**src/rtl/nmp_pkg.sv**
```systemverilog
// ----------------------------------------------------------------------------
// nmp_pkg: shared types and constants for the node match probability block
// Defaults for the parameters and the controller to datapath command/status.
// ----------------------------------------------------------------------------
package nmp_pkg;
    localparam int DEGREE_BINS_DEF = 256;
    localparam int LABEL_BINS_DEF  = 256;
    localparam int COUNT_BITS_DEF  = 16;
    localparam int FIELD_BITS      = 8;
    localparam int PROB_BITS       = 33;
    localparam int FRAC_BITS       = 32;

    typedef enum logic {
        OP_ADD   = 1'b0,
        OP_QUERY = 1'b1
    } t_opcode;

    // controller -> datapath
    typedef struct packed {
        logic load;      // capture request fields
        logic clr_step;  // clearing pass: write zero at sweep address
        logic add_rd;    // add: read bins
        logic add_wr;    // add: write incremented bins
        logic sum_start; // query: start tail sweep
        logic sum_step;  // query: accumulate one bin
        logic mul_step;  // query: one product stage
        logic div_init;  // query: load divider
        logic div_step;  // query: one quotient bit
    } t_cmd;

    // datapath -> controller
    typedef struct packed {
        logic clr_done;
        logic sum_done;
        logic mul_done;
        logic div_done;
        logic full;
        logic empty;
    } t_stat;
endpackage

```
**src/rtl/nmp_ctrl.sv**
```systemverilog
// ----------------------------------------------------------------------------
// nmp_ctrl: sequencer for the node match probability block
// Clearing pass, add read-modify-write, query sweep, multiply and divide.
// ----------------------------------------------------------------------------
module nmp_ctrl (
    input  logic           i_clk,
    input  logic           i_rst_n,
    input  logic           i_in_valid,
    input  logic           i_opcode,
    output logic           o_in_ready,
    output logic           o_out_valid,
    input  logic           i_out_ready,
    output logic           o_no_nodes,
    output logic           o_add_refused,
    output logic           o_zero_prob,
    output nmp_pkg::t_cmd  o_cmd,
    input  nmp_pkg::t_stat i_stat
);
    import nmp_pkg::*;

    typedef enum logic [3:0] {
        S_CLEAR, S_IDLE, S_ADD_RD, S_ADD_WR, S_Q_LBL, S_SUM, S_MUL, S_DIV0, S_DIV, S_OUT
    } t_state;

    t_state r_state;
    logic   r_no_nodes, r_add_refused, r_zero_prob;

    assign o_in_ready    = (r_state == S_IDLE);
    assign o_out_valid   = (r_state == S_OUT);
    assign o_no_nodes    = r_no_nodes;
    assign o_add_refused = r_add_refused;
    assign o_zero_prob   = r_zero_prob;

    always_comb begin
        o_cmd = '0;
        unique case (r_state)
            S_CLEAR:  o_cmd.clr_step  = 1'b1;
            S_IDLE:   o_cmd.load      = i_in_valid;
            S_ADD_RD: o_cmd.add_rd    = 1'b1;
            S_ADD_WR: o_cmd.add_wr    = 1'b1;
            S_Q_LBL:  o_cmd.sum_start = 1'b1;
            S_SUM:    o_cmd.sum_step  = 1'b1;
            S_MUL:    o_cmd.mul_step  = 1'b1;
            S_DIV0:   o_cmd.div_init  = 1'b1;
            S_DIV:    o_cmd.div_step  = !i_stat.div_done;
            default:  ;
        endcase
    end

    always_ff @(posedge i_clk) begin
        if (!i_rst_n) begin
            r_state       <= S_CLEAR;
            r_no_nodes    <= 1'b0;
            r_add_refused <= 1'b0;
            r_zero_prob   <= 1'b0;
        end else begin
            unique case (r_state)
                S_CLEAR: if (i_stat.clr_done) r_state <= S_IDLE;
                S_IDLE: if (i_in_valid) begin
                    r_no_nodes    <= 1'b0;
                    r_add_refused <= 1'b0;
                    r_zero_prob   <= 1'b0;
                    if (i_opcode == OP_ADD) begin
                        if (i_stat.full) begin
                            r_add_refused <= 1'b1;
                            r_zero_prob   <= 1'b1;
                            r_state       <= S_OUT;
                        end else begin
                            r_zero_prob <= 1'b1;
                            r_state     <= S_ADD_RD;
                        end
                    end else if (i_stat.empty) begin
                        r_no_nodes  <= 1'b1;
                        r_zero_prob <= 1'b1;
                        r_state     <= S_OUT;
                    end else begin
                        r_state <= S_ADD_RD;
                    end
                end
                S_ADD_RD: r_state <= r_zero_prob ? S_ADD_WR : S_Q_LBL;
                S_ADD_WR: r_state <= S_OUT;
                S_Q_LBL:  r_state <= S_SUM;
                S_SUM:    if (i_stat.sum_done) r_state <= S_MUL;
                S_MUL:    if (i_stat.mul_done) r_state <= S_DIV0;
                S_DIV0:   r_state <= S_DIV;
                S_DIV:    if (i_stat.div_done) r_state <= S_OUT;
                S_OUT:    if (i_out_ready) r_state <= S_IDLE;
                default:  r_state <= S_IDLE;
            endcase
        end
    end
endmodule
```
**config.mk**
```make
export PLATFORM = sky130hd
export DESIGN_NAME = nmp_ctrl
export DESIGN_NICKNAME = d
export VERILOG_FILES = /design/src/rtl/nmp_pkg.sv /design/src/rtl/nmp_ctrl.sv
export SDC_FILE = /design/constraint.sdc
export NUM_CORES = 1
export LEC_CHECK = 0
export BUFFER_PORTS_ARGS = -buffer_cell sky130_fd_sc_hd__buf_2
export CAP_MARGIN = 20
export CORE_MARGIN = 1
export CORE_UTILIZATION = 40
export DETAILED_ROUTE_END_ITERATION = 8
export PLACE_DENSITY_LB_ADDON = 0.25
export SLEW_MARGIN = 20
export SYNTH_ARGS = -nofsm -noshare
export SYNTH_HDL_FRONTEND = slang
export SYNTH_SLANG_ARGS = --single-unit
```
**constraint.sdc**
```tcl
create_clock -name i_clk -period 1.75 [get_ports i_clk]
set_clock_uncertainty 0.15 [all_clocks]
set_input_delay 0.525 -clock i_clk [delete_from_list [all_inputs] [get_ports i_clk]]
set_output_delay 0.525 -clock i_clk [all_outputs]
set_load 0.05 [all_outputs]
```
==> flow_metrics.env, run 1 <==
export IMPL_ys_ff_latch=7
export IMPL_pin_count_of_the_biggest_net_entering_global_routing=9
export IMPL_post_cts_hold_buffer_count=0
export IMPL_failing_step="5_1_grt"
export IMPL_synth_ff_type="sky130_fd_sc_hd__dfxtp_1"
export IMPL_netlist_instances=74
export IMPL_clock_sink_count=7
export IMPL_run_stop_error="[ERROR DPL-0038] Utilization greater than 100%, impossible to legalize"
export IMPL_cts_buffer_depth=2
export IMPL_cts_made_buffers=3
export IMPL_synth_top_cell_by_area="sky130_fd_sc_hd__dfxtp_1"
export IMPL_die_y_um=40.26
export IMPL_hpwlAfterDp_mm=1.443
export IMPL_root_buffer="sky130_fd_sc_hd__clkbuf_4"
export IMPL_port_buffers=24
export IMPL_worst_endpoint_kind="primary output"
export IMPL_postSynthNetCount=85
export IMPL_top_level_ports=25
export IMPL_run_status="stopped before the end"
export IMPL_async_flop_share=0
export IMPL_routabilityCongestion=0.7890
export IMPL_synth_area_top_cells="sky130_fd_sc_hd__dfxtp_1, sky130_fd_sc_hd__a221oi_2, sky130_fd_sc_hd__nand2b_1"
export IMPL_average_footprint_of_a_synthesized_cell_um2=7.913
export IMPL_std_cell_rows=13
export IMPL_htreeDepth=1
export IMPL_cell_with_the_most_instances_after_synthesis="sky130_fd_sc_hd__dfxtp_1"
export IMPL_initial_utilization=0.4390
export IMPL_synth_seq_area_share=0.2393
export IMPL_placement_setup_worst_slack_ns=-0.09961
export IMPL_synthTopCellsByCount="sky130_fd_sc_hd__dfxtp_1, sky130_fd_sc_hd__nand2_1, sky130_fd_sc_hd__nor2_1, sky130_fd_sc_hd__nor3_1"
export IMPL_timing_grt_repair_worst_endpoint="o_cmd[0]"
export IMPL_dpl_cell_count=130
export IMPL_die_width_um=40.26
export IMPL_synth_cell_type_count=37
export IMPL_yosysTopAreaCellShare=0.2393
export IMPL_warning_count_from_the_yosys_run=0
export IMPL_synth_enable_flop_cells=0
export IMPL_netlist_area_um2=585.6
[kinds of logic after synthesis]
family,synth area share
AND/OR/NAND/NOR,0.3440
buffers and inverters,0.08973
multiplexers,0.01923
AO/OA/AOI/OAI,0.3077
flip-flops,0.2393
[stage by stage]
step                      hold WS, ns  area, um2  setup TNS [ns]
after floorplan                0.3846      752.0         -0.2457
after global placement         0.2905      982.2         -0.6664
after detailed placement       0.2940      982.2         -0.9435
after CTS                      0.3049       1252          -1.401
[timing repair]
item                       in CTS
pin swaps                      13
setup buffers                  13
gates resized for setup        48
setup endpoints to repair      15
==> run 2: changes to the inputs <==
CORE_AREA = 2 2 63 65   (was not set)
CORE_MARGIN = not set   (was 1)
CORE_UTILIZATION = not set   (was 40)
DIE_AREA = 0 0 65 67   (was not set)
PLACE_DENSITY_LB_ADDON = 0.15   (was 0.25)
==> run 2 against run 1 <==
  * The flow now finishes, with violations (setup timing)
  * Synthesized area unchanged
  * Synthesized cell count unchanged
==> flow_metrics.env, run 2 <==
export IMPL_run_status="finished, violations left"
export IMPL_violations="setup timing"
export IMPL_routabilityCongestion=0.8498
export IMPL_power_density_mw_per_mm2=1467
export IMPL_synth_enable_flop_cells=0
export IMPL_hpwlAfterDp_mm=1.598
export IMPL_layout_cells_most_common_list="sky130_fd_sc_hd__buf_4, sky130_fd_sc_hd__buf_2, sky130_fd_sc_hd__buf_6"
export IMPL_pin_count_of_the_biggest_net_entering_global_routing=12
export IMPL_postSynthNetCount=85
export IMPL_relSlewSlack=0.8061
export IMPL_final_max_slew_violation_count=0
export IMPL_routed_wire_length_per_instance_um=13.37
export IMPL_power_share_sequential=0.153
export IMPL_layout_drive_gt1_share=0.7143
export IMPL_initial_utilization=0.1624
export IMPL_clock_sink_count=7
export IMPL_mostFrequentLayoutCell="sky130_fd_sc_hd__buf_4"
export IMPL_power_internal_mw=1.059
export IMPL_first_pass_iters=4
export IMPL_static_leakage_power_nw=0.5207
export IMPL_timing_hold_violations_final=0
export IMPL_antenna_found_initial=0
export IMPL_std_cell_rows=22
export IMPL_cp_start_kind="register"
export IMPL_period_share=1.102
export IMPL_synth_cell_type_count=37
export IMPL_gr_overflow_total=0
export IMPL_cts_made_buffers=3
export IMPL_average_footprint_of_a_synthesized_cell_um2=7.913
export IMPL_dpl_instance_area_mm2=0.001021
export IMPL_reg2reg_depth=6
export IMPL_clockPowerShare=0.124
export IMPL_synth_ff_type="sky130_fd_sc_hd__dfxtp_1"
export IMPL_synthTopCellsByCount="sky130_fd_sc_hd__dfxtp_1, sky130_fd_sc_hd__nand2_1, sky130_fd_sc_hd__nor2_1, sky130_fd_sc_hd__nor3_1"
export IMPL_synth_seq_area_share=0.2393
export IMPL_top_level_ports=25
export IMPL_remaining_drc_errors=0
export IMPL_endpoints_failing_setup=15
export IMPL_drtIter0Drc=21
export IMPL_globalRouteTotalUtil=0.1133
export IMPL_synth_top_cell_by_area="sky130_fd_sc_hd__dfxtp_1"
export IMPL_netlist_area_um2=585.6
export IMPL_first_global_vias=768
export IMPL_arrival_ns=1.25
export IMPL_largest_register_ff_count=4
export IMPL_synthToLayoutAreaGrowth_pct=125.4
export IMPL_tritoncts="built"
export IMPL_cell_with_the_most_instances_after_synthesis="sky130_fd_sc_hd__dfxtp_1"
export IMPL_placement_setup_worst_slack_ns=-0.1584
export IMPL_finalWorstSetupSlack_ns=-0.1787
export IMPL_cts_buffer_depth=2
export IMPL_port_buffers=24
export IMPL_n_antenna_cell=0
export IMPL_switching_share=0.4532
export IMPL_via_per_inst=4.529
export IMPL_netlist_instances=74
export IMPL_layout_nets=138
export IMPL_vdd_ir_drop_worst_v=0.0004127
export IMPL_fin_tns_setup_ns=-1.670
export IMPL_die_width_um=65
export IMPL_grt_pass1_wl_mm=3.677
export IMPL_setup_repair_after_global_routing_missed_its_margin="yes"
export IMPL_cp_max_fo=7
export IMPL_critical_path_class="reg -> out"
export IMPL_warning_count_from_the_yosys_run=0
export IMPL_root_buffer="sky130_fd_sc_hd__clkbuf_8"
export IMPL_yosysTopAreaCellShare=0.2393
export IMPL_die_y_um=67
export IMPL_final_cell_area_mm2=0.001320
export IMPL_end_kind="output pin"
export IMPL_hold_class="reg -> reg"
export IMPL_floorplan_core_area_mm2=0.003606
export IMPL_hold_path_cell_count=2
export IMPL_period_minus_slack_ns=1.929
export IMPL_switchingPower_mw=0.8776
export IMPL_fin_total_pwr_mw=1.936
export IMPL_route_vias_total=788
export IMPL_critical_path_required_ns=1.07
export IMPL_final_antenna_net_count=0
export IMPL_htreeDepth=1
export IMPL_power_share_combinational=0.722
export IMPL_timing_worst_slew_pin_value_ns=0.2896
export IMPL_clock_fmax_ghz=0.5185
export IMPL_registers_top_by_ff_count="r_state"
export IMPL_die_area_mm2=0.004355
export IMPL_holdWs_ns=0.3057
export IMPL_ys_ff_latch=7
export IMPL_post_cts_hold_buffer_count=0
export IMPL_async_flop_share=0
export IMPL_synth_area_top_cells="sky130_fd_sc_hd__dfxtp_1, sky130_fd_sc_hd__a221oi_2, sky130_fd_sc_hd__nand2b_1"
export IMPL_max_cap_violations=0
export IMPL_clkTransAtPathRegs_ns=0.04
export IMPL_n_fill_cell=377
export IMPL_wl_mm=2.327
export IMPL_clock_latency_ns=0.23
run 2: cell counts after synthesis:
No cell type changed its count.
run 2: area by class of cell:
cell class	count	area, um2	share of cell area
Clock buffer	4	45.04	0.03412
Inverter	6	25.02	0.01896
Multi-Input combinational cell	56	593.1	0.4493
Sequential cell	7	155.1	0.1175
Tap cell	48	60.06	0.04550
Timing Repair Buffer	53	441.7	0.3346
run 2: per-layer routing:
metal  track usage  vias up  share of wire
met5             0        -              0
met3       0.03041        8          0.067
li1              -      381              -
met4       0.05585        0          0.030
met2        0.1778       33           0.49
met1        0.1424      366           0.41
run 2: power groups by stage:
stage	clock network, mW	logic (mW)	registers [mW]
after floorplan	0	0.830	0.268
after global placement	0	1.07	0.277
after detailed placement	0	1.07	0.277
after CTS	0.250	1.27	0.292
after global routing	0.258	1.48	0.307
final	0.241	1.40	0.297
run 2: worst paths after layout:
| check | start | end | slack, ns |
|---|---|---|---|
| worst max register to register | r_state[0] | r_state[3] | -0.13 |
| worst min-delay path | o_add_refused | o_add_refused | 0.31 |
| worst max-delay path | r_state[1] | o_cmd[7] | -0.18 |
| worst min register to register | o_add_refused | o_add_refused | 0.31 |
run 2: repair_timing:
item,4_1_cts,5_1_grt
endpoints found under the setup margin,15,15
hold endpoints to repair,0,0
setup buffers,6,3
resized for setup,42,9
pin swaps,10,9
run 2: kinds of logic (layout without fill, tap and decap cells):
group	Yosys count	in the layout	synth area share
multiplexers	1	1	0.01923
AO/OA/AOI/OAI	20	20	0.3077
flip-flops	7	7	0.2393
buffers and inverters	11	63	0.08973
AND/OR/NAND/NOR	35	35	0.3440
run 2: worst max-delay path, stage by stage (launching register included):
cell	delay (ns)
sky130_fd_sc_hd__dfxtp_4	0.37
sky130_fd_sc_hd__buf_4	0.15
sky130_fd_sc_hd__nor4_4	0.30
sky130_fd_sc_hd__buf_6	0.20
run 2: per-stage QoR:
step | std cells | utilization
floorplan | 74 | -
CTS | 171 | 0.3494
finish | 174 | 0.3661
detailed placement | 161 | 0.2831
global route | 174 | 0.3661
global placement | 161 | 0.2831
No activity file was read; power rests on OpenSTA's default activity.
